### src/asc_pkg.sv
`timescale 1ns / 1ps
// ----------------------------------------------------------------------------
// asc_pkg
// Shared types and constants for the escape sequence stripper: byte codes,
// parser modes, the per-byte class flags and the queue word.
// ----------------------------------------------------------------------------
package asc_pkg;

    // Byte codes the parser reacts to
    localparam logic [7:0] BYTE_ESC     = 8'h1b;
    localparam logic [7:0] BYTE_BEL     = 8'h07;
    localparam logic [7:0] CSI_FINAL_LO = 8'h40;
    localparam logic [7:0] CSI_FINAL_HI = 8'h7e;
    localparam logic [7:0] BYTE_LBRACK  = 8'h5b;
    localparam logic [7:0] BYTE_RBRACK  = 8'h5d;
    localparam logic [7:0] BYTE_BSLASH  = 8'h5c;

    // Depth of the queue between front and back
    localparam int ASC_QUEUE_DEPTH = 2;

    // Parser modes
    typedef enum logic [2:0] {
        MODE_NORMAL  = 3'd0,
        MODE_ESC     = 3'd1,
        MODE_CSI     = 3'd2,
        MODE_OSC     = 3'd3,
        MODE_OSC_ESC = 3'd4
    } t_parse_mode;

    // Byte class flags; several may be set at once (brackets are also finals)
    typedef struct packed {
        logic is_esc;
        logic is_bel;
        logic is_lbrack;
        logic is_rbrack;
        logic is_bslash;
        logic is_final;
    } t_byte_class;

    // One queued word: raw byte, chunk restart and its class
    typedef struct packed {
        logic [7:0]  data;
        logic        restart;
        t_byte_class cls;
    } t_item;

endpackage

### src/asc_front.sv
`timescale 1ns / 1ps
// ----------------------------------------------------------------------------
// asc_front
// Input side: takes a word when the queue has room and classifies the byte.
// ----------------------------------------------------------------------------
module asc_front (
    input  logic          i_in_valid,
    input  logic [7:0]    i_in_byte,
    input  logic          i_chunk_start,
    output logic          o_in_stall,
    input  logic          i_q_full,
    output logic          o_push,
    output asc_pkg::t_item o_item
);
    import asc_pkg::*;

    // Handshake: stall only while the queue is full
    assign o_in_stall = i_q_full;
    assign o_push     = i_in_valid & ~i_q_full;

    // Classify the byte
    always_comb begin
        o_item.data          = i_in_byte;
        o_item.restart       = i_chunk_start;
        o_item.cls.is_esc    = (i_in_byte == BYTE_ESC);
        o_item.cls.is_bel    = (i_in_byte == BYTE_BEL);
        o_item.cls.is_lbrack = (i_in_byte == BYTE_LBRACK);
        o_item.cls.is_rbrack = (i_in_byte == BYTE_RBRACK);
        o_item.cls.is_bslash = (i_in_byte == BYTE_BSLASH);
        o_item.cls.is_final  = (i_in_byte >= CSI_FINAL_LO) && (i_in_byte <= CSI_FINAL_HI);
    end

endmodule

### src/asc_queue.sv
`timescale 1ns / 1ps
// ----------------------------------------------------------------------------
// asc_queue
// Short register FIFO between the classifier and the parser.
// ----------------------------------------------------------------------------
module asc_queue (
    input  logic           i_clk,
    input  logic           i_rst_n,
    input  logic           i_push,
    input  asc_pkg::t_item i_item,
    input  logic           i_pop,
    output asc_pkg::t_item o_item,
    output logic           o_full,
    output logic           o_empty
);
    import asc_pkg::*;

    localparam int PTR_W = (ASC_QUEUE_DEPTH > 1) ? $clog2(ASC_QUEUE_DEPTH) : 1;
    localparam int CNT_W = $clog2(ASC_QUEUE_DEPTH + 1);
    localparam logic [PTR_W-1:0] LAST_PTR = PTR_W'(ASC_QUEUE_DEPTH - 1);
    localparam logic [CNT_W-1:0] FULL_CNT = CNT_W'(ASC_QUEUE_DEPTH);

    t_item            r_mem [ASC_QUEUE_DEPTH];
    logic [PTR_W-1:0] r_wr_ptr, n_wr_ptr;
    logic [PTR_W-1:0] r_rd_ptr, n_rd_ptr;
    logic [CNT_W-1:0] r_count, n_count;
    logic             do_push, do_pop;

    assign o_full  = (r_count == FULL_CNT);
    assign o_empty = (r_count == '0);
    assign o_item  = r_mem[r_rd_ptr];
    assign do_push = i_push & ~o_full;
    assign do_pop  = i_pop & ~o_empty;

    // Pointer and count update
    always_comb begin
        n_wr_ptr = r_wr_ptr;
        n_rd_ptr = r_rd_ptr;
        n_count  = r_count;
        if (do_push) begin
            n_wr_ptr = (r_wr_ptr == LAST_PTR) ? '0 : r_wr_ptr + PTR_W'(1);
        end
        if (do_pop) begin
            n_rd_ptr = (r_rd_ptr == LAST_PTR) ? '0 : r_rd_ptr + PTR_W'(1);
        end
        case ({do_push, do_pop})
            2'b10:   n_count = r_count + CNT_W'(1);
            2'b01:   n_count = r_count - CNT_W'(1);
            default: n_count = r_count;
        endcase
    end

    always_ff @(posedge i_clk) begin
        if (!i_rst_n) begin
            r_wr_ptr <= '0;
            r_rd_ptr <= '0;
            r_count  <= '0;
        end else begin
            r_wr_ptr <= n_wr_ptr;
            r_rd_ptr <= n_rd_ptr;
            r_count  <= n_count;
        end
    end

    // Storage, no reset
    always_ff @(posedge i_clk) begin
        if (do_push) begin
            r_mem[r_wr_ptr] <= i_item;
        end
    end

endmodule

### src/asc_back.sv
`timescale 1ns / 1ps
// ----------------------------------------------------------------------------
// asc_back
// Parser state machine: consumes classified words and registers text bytes.
// ----------------------------------------------------------------------------
module asc_back (
    input  logic           i_clk,
    input  logic           i_rst_n,
    input  asc_pkg::t_item i_item,
    input  logic           i_q_empty,
    output logic           o_pop,
    output logic           o_out_valid,
    output logic [7:0]     o_text_byte,
    input  logic           i_out_stall
);
    import asc_pkg::*;

    t_parse_mode r_mode, n_mode, cur_mode;
    logic        r_out_valid, n_out_valid;
    logic [7:0]  r_text_byte;
    logic        out_free;
    logic        emit;

    // Output register can take a word when empty or being drained
    assign out_free = ~r_out_valid | ~i_out_stall;
    assign o_pop    = ~i_q_empty & out_free;

    // Next mode and emit decision
    always_comb begin
        cur_mode = i_item.restart ? MODE_NORMAL : r_mode;
        n_mode   = cur_mode;
        emit     = 1'b0;
        case (cur_mode)
            MODE_NORMAL: begin
                if (i_item.cls.is_esc) n_mode = MODE_ESC;
                else                   emit   = 1'b1;
            end
            MODE_ESC: begin
                if (i_item.cls.is_lbrack)      n_mode = MODE_CSI;
                else if (i_item.cls.is_rbrack) n_mode = MODE_OSC;
                else                           n_mode = MODE_NORMAL;
            end
            MODE_CSI: begin
                if (i_item.cls.is_final) n_mode = MODE_NORMAL;
            end
            MODE_OSC: begin
                if (i_item.cls.is_bel)      n_mode = MODE_NORMAL;
                else if (i_item.cls.is_esc) n_mode = MODE_OSC_ESC;
            end
            MODE_OSC_ESC: begin
                if (i_item.cls.is_bslash)   n_mode = MODE_NORMAL;
                else if (!i_item.cls.is_esc) n_mode = MODE_OSC;
            end
            default: begin
                // unused codes behave as normal text
                if (i_item.cls.is_esc) n_mode = MODE_ESC;
                else                   emit   = 1'b1;
            end
        endcase

        n_out_valid = r_out_valid & i_out_stall;
        if (o_pop && emit) n_out_valid = 1'b1;
    end

    // Control state
    always_ff @(posedge i_clk) begin
        if (!i_rst_n) begin
            r_mode      <= MODE_NORMAL;
            r_out_valid <= 1'b0;
        end else begin
            if (o_pop) r_mode <= n_mode;
            r_out_valid <= n_out_valid;
        end
    end

    // Output data
    always_ff @(posedge i_clk) begin
        if (o_pop && emit) begin
            r_text_byte <= i_item.data;
        end
    end

    assign o_out_valid = r_out_valid;
    assign o_text_byte = r_text_byte;

endmodule

### src/ansi_escape_stripper.sv
`timescale 1ns / 1ps
// A byte accepted by the block is first written into the queue, then parsed into the output
//   register, from which it shows on o_text_byte.
// Throughput: one byte per clock while the receiver does not stall the output.
// Reset (i_rst_n low, synchronous): queue empties, parser returns to normal text,
//   output word is dropped.
// ----------------------------------------------------------------------------
// ansi_escape_stripper
// Filters a terminal byte stream, dropping CSI, OSC and two-byte ESC sequences
// and passing plain text through. Classifier and parser are split by a queue.
// ----------------------------------------------------------------------------
module ansi_escape_stripper (
    input  logic       i_clk,
    input  logic       i_rst_n,
    input  logic       i_in_valid,
    input  logic [7:0] i_in_byte,
    input  logic       i_chunk_start,
    output logic       o_in_stall,
    output logic       o_out_valid,
    output logic [7:0] o_text_byte,
    input  logic       i_out_stall
);
    import asc_pkg::*;

    t_item fr_item, q_item;
    logic  push, pop, q_full, q_empty;

    // Front: accept and classify
    asc_front u_front (
        .i_in_valid    (i_in_valid),
        .i_in_byte     (i_in_byte),
        .i_chunk_start (i_chunk_start),
        .o_in_stall    (o_in_stall),
        .i_q_full      (q_full),
        .o_push        (push),
        .o_item        (fr_item)
    );

    // Queue between the two sides
    asc_queue u_queue (
        .i_clk   (i_clk),
        .i_rst_n (i_rst_n),
        .i_push  (push),
        .i_item  (fr_item),
        .i_pop   (pop),
        .o_item  (q_item),
        .o_full  (q_full),
        .o_empty (q_empty)
    );

    // Back: parse and emit text
    asc_back u_back (
        .i_clk       (i_clk),
        .i_rst_n     (i_rst_n),
        .i_item      (q_item),
        .i_q_empty   (q_empty),
        .o_pop       (pop),
        .o_out_valid (o_out_valid),
        .o_text_byte (o_text_byte),
        .i_out_stall (i_out_stall)
    );

endmodule

### config.mk
export PLATFORM = sky130hd
export DESIGN_NAME = ansi_escape_stripper
export DESIGN_NICKNAME = d
export VERILOG_FILES = /design/src/asc_pkg.sv /design/src/asc_front.sv /design/src/asc_queue.sv /design/src/asc_back.sv /design/src/ansi_escape_stripper.sv
export SDC_FILE = /design/constraint.sdc
export NUM_CORES = 1
export LEC_CHECK = 0
export BUFFER_PORTS_ARGS = -buffer_cell sky130_fd_sc_hd__buf_2
export CORE_MARGIN = 1
export CORE_UTILIZATION = 51
export CTS_CLUSTER_DIAMETER = 100
export DETAILED_ROUTE_END_ITERATION = 8
export PLACE_DENSITY = 0.74
export SYNTH_ARGS = -nofsm -noshare
export SYNTH_HDL_FRONTEND = slang
export SYNTH_SLANG_ARGS = --single-unit
### constraint.sdc
create_clock -name i_clk -period 1.76 [get_ports i_clk]
set_clock_uncertainty 0.05 [all_clocks]
set_input_delay 0.44 -clock i_clk [delete_from_list [all_inputs] [get_ports i_clk]]
set_output_delay 0.44 -clock i_clk [all_outputs]
set_load 0.01 [all_outputs]
==> summary.txt, run 1 <==
Clock tree
  • CTS clk-pin slew, worst paths: 0.09 ns
  • H-tree Lvls: 2
  • CTS tree: yes
  • Num CTS Buffers: 5
  • Post-CTS sizing: 0
  • Hold-fix buffers, CTS: 0
  • Longest Clk Path Bufs: 2
  • # clock sinks: 47
  • Clock Latency Late Sink: 0.30 ns
  • Post-CTS Setup Inserts: 0
  • CTS root buf: clkbuf_8

Timing
  • RSZ-0062 raised after global routing: no
  • Final Max Tran Viols: 0
  • Final-report hold violation count: 0
  • Final Critical Period: 1.69 ns
  • Slew @ Worst Pin: 0.383 ns
  • Setup Viol. Count Final: 0
  • Worst rel slew slack: 73.8%
  • Fin Setup TNS: 0 ns
  • Tcrit/Tclk final: 96.1%
  • FMAX: 0.591 GHz

Layout
  • Reg area: 1320 µm²
  • Layout Utilization: 62.0%
  • Area Overhead vs Synth: 15.2%
  • Leading cell type in the layout, fill and taps excluded: edfxtp_1
  • Ant. Diodes: 0
  • Finished Layout Cells: 223
  • Share of layout cells above drive strength 1: 33.1%
  • Fillers: 301
  • Most frequent cells in the layout: edfxtp_1 (38), buf_2 (22), nand2_1 (10), buf_4 (10), mux2_2 (9)
  • Nets: 188
  • Multi-input gate area: 639 µm²

Route
  • Number of remaining DRC errors: 0
  • 1st-pass router iterations: 4
  • DR vias: 1202
  • Post-route ant nets: 0
  • Total Wirelength: 3390 µm
  • Initial drt markers: 42
  • Routed WL per cell: 15.2 µm
  • Vias/cell: 5.39

Power and ir drop
  • Leak Pwr: 0.836 nW
  • Worst vdd ir: 769 µV
  • Pwr Density: 1430 nW/µm²
  • Total power: 3.28 mW

Placement
  • Placed Cells incl. Taps: 215
  • Hpwl dp: 2450 µm
  • Port buffer count: 22
  • GP Congestion: 0.804

Critical path
  • Worst path top cell family by delay: simple AND/OR/NAND/NOR gates
  • WP buf/inv: 0
  • Reg2Reg Launch Point: u_queue.r_count[0]
  • CP Cell Sequence: nand2b_1 > nand2_1 > ha_1 > or3_1 > a21boi_1
  • Reg-to-Reg End: u_queue.r_count[1]
  • Crit-path max cell delay: 0.44 ns
  • Setup CP Type: flop to flop
  • Worst setup EP type: flop
  • Slowest CP cell: dfxtp_1
  • Crit start category: flop
  • R2R depth: 5
  • WP data required: 1.95 ns
  • CP arrival: 1.88 ns
  • Crit-path max FO: 4
  • Reg-to-reg slack, setup: 0.07 ns

Yosys
  • Synth top area share: 57.1%
  • Netlist Area Pre-Place: 2000 µm²
  • Synthesis-stage register bit count: 47
  • Ys Warns: 0
  • Cells after Synth: 140
  • Post-synth EDFFs: 38
  • Fraction of registers with async set/reset: 0%
  • Seq/Total Area, Yosys: 66.1%
  • Cell taking the most area after synthesis: edfxtp_1
  • Syn avg cell area: 14.3 µm²
  • Synth area leaders: edfxtp_1 (57%), dfxtp_1 (9.0%), mux2_2 (5.1%), xnor2_1 (2.2%), and2_1 (1.9%)
  • Syn Nets: 154
  • Synth unique cells: 42
  • Commonest register cell after synthesis: edfxtp_1

Global routing
  • All-layer global routing usage: 18.5%
  • Total grt overflow: 0
  • Number of global-route vias before repair: 1214
  • Largest net degree at the start of global routing: 16
  • First-pass GRT wire length: 5610 µm
  • Initial antenna violation count: 0

Floorplan
  • Row count: 22
  • DIE HEIGHT: 64.6 µm
  • Die width: 64.6 µm
  • Die ar.: 4180 µm²
  • Core area: 3720 µm²
  • Initial core utilization: 53.8%
  • Io pins: 23

Hold path
  • Hold Crit Endpoint: u_queue.r_mem[1][6]
  • Hold path startpoint: i_chunk_start
  • Worst min path class: input port to flop
  • Cells on Worst Hold Path: 1

Flow run
  • Max-cap violations: 0

Outcome
  • Status: finished clean
==> worst max-delay path by stage <==
stage | to | start | slack [ns] | cells after the start
after detailed placement | u_queue.r_count[1] | i_out_stall | 0.06 | 6
after global placement | u_queue.r_count[1] | i_out_stall | 0.14 | 6
final | u_queue.r_count[1] | u_queue.r_count[0] | 0.07 | 5
after floorplan | u_queue.r_mem[0][0] | u_queue.r_count[0] | 0.03 | 3
after CTS | u_back.r_mode[2] | flop | 0.09 | 5
after global routing | u_queue.r_count[1] | u_queue.r_count[0] | 0.03 | 5
==> report_power, final <==
group / internal [mW] / switching [mW]
Sequential: 1.49 / 0.139
Clock: 0.278 / 0.344
Combinational: 0.498 / 0.539
==> sequential cells by signal (all words and copies together) (netlist names), named ones only <==
signal,count
u_queue.r_rd_ptr,1
u_queue.r_wr_ptr,1
u_queue.r_mem,30
u_back.o_text_byte,8
u_back.o_out_valid,1
u_back.r_mode,3
u_queue.r_count,2
==> worst reg2reg max path, delay by kind of cell (launching register included) <==
kind            cells  cell delay [ns]
simple gates        3             0.66
flops               1             0.44
fa+ha+maj           1             0.34
compound gates      1             0.14
==> layer usage <==
metal	GRT usage (%)	wire length, µm	vias to the layer above
met5	0	0	-
met4	6.39	38	0
met3	5.46	109	5
met2	31.1	1690	17
met1	22.8	1560	591
li1	-	-	589
==> through the flow <==
stage                     worst slack (ns)  instance area (µm²)  hold slack [ns]
after CTS                           0.0863                 2300            0.282
after global routing                0.0332                 2300            0.277
after floorplan                     0.0315                 2010            0.434
final                               0.0688                 2300            0.288
after detailed placement            0.0554                 2220            0.485
after global placement               0.142                 2220            0.444
==> kinds of logic (layout without fill, tap and decap cells) <==
family                   after synthesis  after routing  share of synthesized area [%]
multiplexers                          14             14                           8.70
buffers and inverters                  8             43                           2.25
adder cells (fa/ha/maj)                1              1                          0.626
AO/OA/AOI/OAI                         21             21                           7.45
AND/OR/NAND/NOR                       44             44                           12.7
flip-flops                            47             47                           66.1
XOR/XNOR                               5              5                           2.19
==> synthesized netlist by cell type (2+ instances only) <==
| cell type | instances |
|---|---|
| edfxtp_1 | 38 |
| nand2_1 | 10 |
| dfxtp_1 | 9 |
| mux2_2 | 9 |
| and2_1 | 6 |
| nand2b_1 | 5 |
| nor2_1 | 5 |
| xnor2_1 | 5 |
| nor3_1 | 4 |
| o21ai_1 | 4 |
| buf_2 | 3 |
| o21ai_0 | 3 |
| or3_1 | 3 |
| a21boi_1 | 2 |
| a21oi_1 | 2 |
| a31oi_1 | 2 |
| and3_1 | 2 |
| inv_1 | 2 |
| nor2b_1 | 2 |
| nor4_1 | 2 |
==> area by class of cell <==
| class | instances | share of cell area (%) |
|---|---|---|
| Clock inverter | 2 | 0.543 |
| Multi-Input combinational cell | 85 | 27.8 |
| Sequential cell | 47 | 57.4 |
| Clock buffer | 6 | 3.15 |
| Timing Repair Buffer | 32 | 8.04 |
| Inverter | 3 | 0.489 |
| Tap cell | 48 | 2.61 |
No activity file was read; power rests on OpenSTA's default activity.
==> run 2: changes to the inputs <==
--- a/config.mk
+++ b/config.mk
@@ -10,6 +10,7 @@
 export CORE_UTILIZATION = 51
 export CTS_CLUSTER_DIAMETER = 100
 export DETAILED_ROUTE_END_ITERATION = 8
+export GPL_TIMING_DRIVEN = 0
 export PLACE_DENSITY = 0.74
 export SYNTH_ARGS = -nofsm -noshare
 export SYNTH_HDL_FRONTEND = slang
==> summary.txt, run 2 (synthesis results as in run 1) <==
Flow run
  • Max-cap violations: 0 (unchanged)

Placement
  • Port buffer count: 22 (unchanged)
  • GP Congestion: 0.814 (was 0.804)
  • Placed Cells incl. Taps: 210 (was 215)
  • Hpwl dp: 2150 µm (was 2450 µm)
  • Placed cell area: 2180 µm² (was 2220 µm²)
  • DP Worst Slack: -0.423 ns (was 0.0554 ns)

Route
  • Initial drt markers: 74 (was 42)
  • Vias/cell: 5.51 (was 5.39)
  • Post-route ant nets: 0 (unchanged)
  • 1st-pass router iterations: 4 (unchanged)
  • Number of remaining DRC errors: 0 (unchanged)
  • DR vias: 1202 (unchanged)
  • Routed WL per cell: 14.9 µm (was 15.2 µm)
  • Total Wirelength: 3250 µm (was 3390 µm)

Layout
  • Finished Layout Cells: 218 (was 223)
  • Layout Utilization: 63.0% (was 62.0%)
  • Fillers: 294 (was 301)
  • Nets: 184 (was 188)
  • Multi-input gate area: 677 µm² (was 639 µm²)
  • Share of layout cells above drive strength 1: 32.4% (was 33.1%)
  • Most frequent cells in the layout: edfxtp_1 (38), buf_2 (25), nand2_1 (10), mux2_2 (9), dfxtp_1 (8) (was edfxtp_1 (38), buf_2 (22), nand2_1 (10), buf_4 (10), mux2_2 (9))
  • Post-layout instance area: 2340 µm² (was 2300 µm²)
  • Top reg by flops: u_queue.r_mem (unchanged)
  • Area Overhead vs Synth: 17.1% (was 15.2%)
  • Reg area: 1320 µm² (unchanged)
  • Leading cell type in the layout, fill and taps excluded: edfxtp_1 (unchanged)
  • Largest register FFs: 30 (unchanged)
  • Ant. Diodes: 0 (unchanged)

Clock tree
  • H-tree Lvls: 2 (unchanged)
  • Clock Latency Late Sink: 0.30 ns (about the same)
  • CTS root buf: clkbuf_8 (unchanged)
  • Num CTS Buffers: 5 (unchanged)
  • CTS clk-pin slew, worst paths: 0.08 ns (was 0.09 ns)
  • Longest Clk Path Bufs: 2 (unchanged)
  • Hold-fix buffers, CTS: 0 (unchanged)
  • CTS tree: yes (unchanged)
  • # clock sinks: 47 (unchanged)

Power and ir drop
  • Worst vdd ir: 759 µV (was 769 µV)
  • Leak Pwr: 0.834 nW (was 0.836 nW)
  • Internal: 2.41 mW (was 2.26 mW)
  • Sw Ratio: 29.8% (was 31.1%)
  • Clock share of power: 22.0% (was 18.9%)
  • Total power: 3.44 mW (was 3.28 mW)
  • Comb pwr share: 31.8% (was 31.6%)
  • Switching pwr: 1.03 mW (was 1.02 mW)
  • Seq pwr share: 46.2% (was 49.5%)
  • Pwr Density: 1470 nW/µm² (was 1430 nW/µm²)

Global routing
  • Number of global-route vias before repair: 1179 (was 1214)
  • Largest net degree at the start of global routing: 16 (unchanged)
  • All-layer global routing usage: 17.7% (was 18.5%)
  • Initial antenna violation count: 0 (unchanged)
  • Total grt overflow: 0 (unchanged)
  • First-pass GRT wire length: 5360 µm (was 5610 µm)

Critical path
  • WP data required: 1.73 ns (was 1.95 ns)
  • Crit-path max FO: 9 (was 4)
  • Crit start category: flop (unchanged)
  • Reg-to-reg slack, setup: 0.11 ns (was 0.07 ns)
  • Setup CP Type: flop to flop (unchanged)
  • Critical path endpoint: u_back.o_text_byte[6] (was u_queue.r_count[1])
  • CP arrival: 1.61 ns (was 1.88 ns)
  • Worst setup EP type: flop (unchanged)
  • Reg-to-Reg End: u_back.o_text_byte[6] (was u_queue.r_count[1])
  • R2R depth: 5 (unchanged)

Timing
  • RSZ-0062 raised after global routing: no (unchanged)
  • Final Critical Period: 1.65 ns (was 1.69 ns)
  • Slew @ Worst Pin: 0.725 ns (was 0.383 ns)
  • Fin worst setup slack: 0.115 ns (was 0.0688 ns)
  • Worst rel slew slack: 51.7% (was 73.8%)
  • FMAX: 0.608 GHz (was 0.591 GHz)
  • Final-report hold violation count: 0 (unchanged)
  • Setup Viol. Count Final: 0 (unchanged)
  • Hold_ws: 0.285 ns (was 0.288 ns)
  • Fin Setup TNS: 0 ns (unchanged)
  • Tcrit/Tclk final: 93.5% (was 96.1%)
  • Final Max Tran Viols: 0 (unchanged)

Floorplan
  • Die ar.: 4180 µm² (unchanged)
  • Core area: 3720 µm² (unchanged)
  • DIE HEIGHT: 64.6 µm (unchanged)
  • Io pins: 23 (unchanged)
  • Row count: 22 (unchanged)
  • Initial core utilization: 53.8% (unchanged)
  • Die width: 64.6 µm (unchanged)

Hold path
  • Worst min path class: input port to flop (unchanged)

Outcome
  • Status: finished clean (unchanged)
-- run 2: area by class of cell --
cell class,instances,area share [%]
Multi-Input combinational cell,85,28.9
Timing Repair Buffer,23,5.56
Clock inverter,2,1.60
Sequential cell,47,56.5
Clock buffer,5,2.94
Tap cell,48,2.57
Buffer,5,1.44
Inverter,3,0.481
-- run 2: what timing repair did --
item | CTS | global route
resized for setup | 3 | 3
endpoints found under the setup margin | 24 | 9
setup buffers | 1 | 0
endpoints found under the hold margin | 0 | 0
-- run 2: power groups by stage --
| stage | Clock [mW] | Combinational (mW) | Sequential, mW |
|---|---|---|---|
| 3_5_place_dp | 0 | 0.993 | 1.61 |
| 4_1_cts | 0.772 | 1.08 | 1.58 |
| 3_3_place_gp | 0 | 0.963 | 1.59 |
| 2_1_floorplan | 0 | 0.708 | 1.62 |
| 5_1_grt | 0.809 | 1.20 | 1.62 |
| 6_report | 0.757 | 1.09 | 1.59 |
-- run 2: how the worst min path moves through the flow --
stage | from | end | slack, ns | cells past startpoint
CTS | i_chunk_start | u_queue.r_mem[1][6] | 0.28 | 1
finish | i_chunk_start | u_queue.r_mem[1][6] | 0.28 | 1
global route | i_chunk_start | u_queue.r_mem[1][6] | 0.28 | 1
global placement | u_queue.r_count[1] | u_queue.r_count[1] | 0.44 | 2
detailed placement | u_queue.r_count[1] | u_queue.r_count[1] | 0.46 | 2
floorplan | u_queue.r_count[1] | u_queue.r_count[1] | 0.43 | 2
-- run 2: layer usage --
metal | wire (µm) | up-vias | global-route usage [%]
met5 | 0 | - | 0
met4 | 54 | 0 | 8.61
met3 | 134 | 8 | 4.75
met2 | 1660 | 33 | 30.8
met1 | 1410 | 576 | 20.1
li1 | - | 585 | -
-- run 2: critical path, stage by stage, from the launching register on --
cell and delay (ns):
dfxtp_1 0.34, buf_6 0.17, mux2i_4 0.31, nand2_1 0.15, a31oi_4 0.19, buf_12 0.15
==> run 3: changes to the inputs <==
--- a/config.mk
+++ b/config.mk
@@ -5,6 +5,7 @@
 export SDC_FILE = /design/constraint.sdc
 export NUM_CORES = 1
 export LEC_CHECK = 0
+export ABC_AREA = 1
 export BUFFER_PORTS_ARGS = -buffer_cell sky130_fd_sc_hd__buf_2
 export CORE_MARGIN = 1
 export CORE_UTILIZATION = 51
==> summary.txt, run 3 <==
Timing
  • Worst rel slew slack: 46.7% (was 51.7%)
  • RSZ-0062 raised after global routing: no (unchanged)
  • Final Critical Period: 1.61 ns (was 1.65 ns)
  • Final Max Tran Viols: 0 (unchanged)
  • Final-report hold violation count: 0 (unchanged)
  • Setup Viol. Count Final: 0 (unchanged)
  • Tcrit/Tclk final: 91.6% (was 93.5%)
  • FMAX: 0.620 GHz (was 0.608 GHz)
  • Fin Setup TNS: 0 ns (unchanged)
  • Slew @ Worst Pin: 0.799 ns (was 0.725 ns)

Yosys
  • Synthesis-stage register bit count: 47 (unchanged)
  • Ys Warns: 0 (unchanged)
  • Synth unique cells: 23 (was 42)
  • Commonest register cell after synthesis: edfxtp_1 (unchanged)
  • Synth area leaders: edfxtp_1 (55%), nand2_1 (12%), dfxtp_1 (8.7%), inv_1 (3.8%), nor2_1 (3.6%) (was edfxtp_1 (57%), dfxtp_1 (9.0%), mux2_2 (5.1%), xnor2_1 (2.2%), and2_1 (1.9%))
  • Seq/Total Area, Yosys: 63.9% (was 66.1%)
  • Fraction of registers with async set/reset: 0% (unchanged)
  • Syn avg cell area: 9.89 µm² (was 14.3 µm²)
  • Most frequent cell after synthesis: nand2_1 (was edfxtp_1)
  • Post-synth EDFFs: 38 (unchanged)
  • Netlist Area Pre-Place: 2070 µm² (was 2000 µm²)
  • Synth cell count leaders: nand2_1 (67), edfxtp_1 (38), inv_1 (21) (was edfxtp_1 (38), nand2_1 (10), dfxtp_1 (9), mux2_2 (9), and2_1 (6))
  • Cells after Synth: 209 (was 140)
  • Syn Nets: 223 (was 154)
  • Synth top area share: 55.2% (was 57.1%)
  • Cell taking the most area after synthesis: edfxtp_1 (unchanged)

Flow run
  • Max-cap violations: 0 (unchanged)

Route
  • DR vias: 1418 (was 1202)
  • Post-route ant nets: 0 (unchanged)
  • Total Wirelength: 3510 µm (was 3250 µm)
  • Met2 Routed Length: 1680 µm (was 1660 µm)
  • Number of remaining DRC errors: 0 (unchanged)
  • Initial drt markers: 107 (was 74)
  • Vias/cell: 4.94 (was 5.51)
  • WL met3: 134 µm (unchanged)
  • Highest metal used: met4 (unchanged)
  • Routed WL per cell: 12.2 µm (was 14.9 µm)
  • 1st-pass router iterations: 4 (unchanged)
  • Met1 wire length: 1630 µm (was 1410 µm)

Power and ir drop
  • Pwr Density: 1540 nW/µm² (was 1470 nW/µm²)
  • Total power: 3.70 mW (was 3.44 mW)
  • Worst vdd ir: 673 µV (was 759 µV)
  • Leak Pwr: 1.02 nW (was 0.834 nW)

Layout
  • Area Overhead vs Synth: 16.3% (was 17.1%)
  • Ant. Diodes: 0 (unchanged)
  • Fillers: 332 (was 294)
  • Nets: 252 (was 184)
  • Share of layout cells above drive strength 1: 22.6% (was 32.4%)
  • Most frequent cells in the layout: nand2_1 (67), edfxtp_1 (38), buf_2 (22), inv_1 (20), nor2_1 (18) (was edfxtp_1 (38), buf_2 (25), nand2_1 (10), mux2_2 (9), dfxtp_1 (8))
  • Leading cell type in the layout, fill and taps excluded: nand2_1 (was edfxtp_1)
  • Finished Layout Cells: 287 (was 218)
  • Top reg by flops: u_queue.r_mem (unchanged)
  • Largest register FFs: 30 (unchanged)

Critical path
  • Setup CP Type: flop to flop (unchanged)
  • Crit start category: flop (unchanged)
  • Worst path top cell family by delay: simple AND/OR/NAND/NOR gates (was flip-flops)
  • WP buf/inv: 1 (was 2)
  • CP arrival: 1.49 ns (was 1.61 ns)
  • WP data required: 1.64 ns (was 1.73 ns)
  • Crit-path max cell delay: 0.62 ns (was 0.34 ns)
  • Worst setup EP type: flop (unchanged)
  • CP Cell Sequence: inv_1 > o21ai_4 > nor2_2 (was buf_6 > mux2i_4 > nand2_1 > a31oi_4 > buf_12)
  • Crit-path max FO: 15 (was 9)
  • Slowest CP cell: nor2_2 (was dfxtp_1)

Floorplan
  • Row count: 22 (unchanged)
  • Core area: 3770 µm² (was 3720 µm²)
  • Io pins: 23 (unchanged)
  • DIE HEIGHT: 65.7 µm (was 64.6 µm)
  • Die width: 65.7 µm (was 64.6 µm)
  • Die ar.: 4310 µm² (was 4180 µm²)
  • Initial core utilization: 54.8% (was 53.8%)

Clock tree
  • Num CTS Buffers: 5 (unchanged)
  • Longest Clk Path Bufs: 2 (unchanged)
  • CTS root buf: clkbuf_8 (unchanged)
  • # clock sinks: 47 (unchanged)
  • Clock Latency Late Sink: 0.30 ns (about the same)
  • H-tree Lvls: 2 (unchanged)
  • CTS tree: yes (unchanged)
  • Post-CTS Setup Inserts: 0 (was 1)
  • CTS clk-pin slew, worst paths: 0.09 ns (was 0.08 ns)

Placement
  • Port buffer count: 22 (unchanged)
  • Placed Cells incl. Taps: 279 (was 210)
  • GP Congestion: 0.849 (was 0.814)
  • Hpwl dp: 2600 µm (was 2150 µm)

Global routing
  • First-pass GRT wire length: 5780 µm (was 5360 µm)
  • All-layer global routing usage: 18.5% (was 17.7%)
  • Initial antenna violation count: 0 (unchanged)
  • Total grt overflow: 0 (unchanged)
  • Largest net degree at the start of global routing: 16 (unchanged)
  • Number of global-route vias before repair: 1317 (was 1179)

Hold path
  • Worst min path class: input port to flop (unchanged)

Outcome
  • Status: finished clean (unchanged)
run 3: changes by cell type in the layout (fill, tap and decap cells not counted), moves of 6 or more:
cell / before / now
a21oi_1: 2 / 8
and2_1: 6 / 0
inv_1: 2 / 20
mux2_2: 9 / 0
nand2_1: 10 / 67
nand3_1: 0 / 8
nor2_1: 4 / 18
run 3: worst register-to-register path, stage by stage (launching register included):
cell	delay, ns
dfxtp_2	0.34
inv_1	0.14
o21ai_4	0.09
nor2_2	0.62
run 3: layout make-up:
class                   instances  area, µm²  share of cell area [%]
plain buffers                   3       30.0                    1.25
clock buffers                   5       68.8                    2.86
clock inverters                 3       67.6                    2.81
inverters                      24       95.1                    3.96
multi-input cells             135        648                    27.0
flip-flops and latches         47       1320                    55.1
well taps                      48       60.1                    2.50
repair buffers                 22        110                    4.58
run 3: logic make-up (layout without fill, tap and decap cells):
group,after synthesis,in the layout,share of synthesized area (%)
and+or+nand+nor,112,112,23.4
DFF,47,47,63.9
buffers and inverters,27,57,6.05
AOI/OAI and AO/OA,21,21,5.63
adders and majority gates,1,1,0.605
xor gates and xnor gates,1,1,0.424
run 3: where the power goes:
part | switching [mW] | internal, mW
combinational | 0.760 | 0.398
clock | 0.353 | 0.566
sequential | 0.123 | 1.50
run 3: through the flow:
step           cell area (µm²)  util [%]  setup WS, ns  hold slack [ns]
6_report                  2400      63.7         0.148            0.280
5_1_grt                   2400      63.7        0.0212            0.266
4_1_cts                   2380      63.2       -0.0135            0.269
3_5_place_dp              2240      59.3        -0.389            0.413
3_3_place_gp              2240      59.3        -0.384            0.391
2_1_floorplan             2070         -        0.0775            0.381
run 3: worst paths after layout:
path              slack (ns)  cells after the start          startpoint                    to
setup / recovery        0.15                      3  u_queue.r_count[1]  u_queue.r_mem[0][10]
hold / removal          0.28                      1       i_chunk_start   u_queue.r_mem[1][6]
setup reg to reg        0.15                      3  u_queue.r_count[1]  u_queue.r_mem[0][10]
hold reg to reg         0.43                      1    u_queue.r_rd_ptr                  flop
run 3: repair_timing:
| action | in CTS | in global routing |
|---|---|---|
| endpoints found under the setup margin | 31 | 31 |
| gates resized for setup | 3 | 7 |
| hold buffers | 0 | 0 |
run 3: metal layers:
metal,vias to the layer above,track usage [%]
met4,0,7.88
met2,33,29.6
met1,634,23.0
met3,6,5.73
met5,-,0
li1,745,-
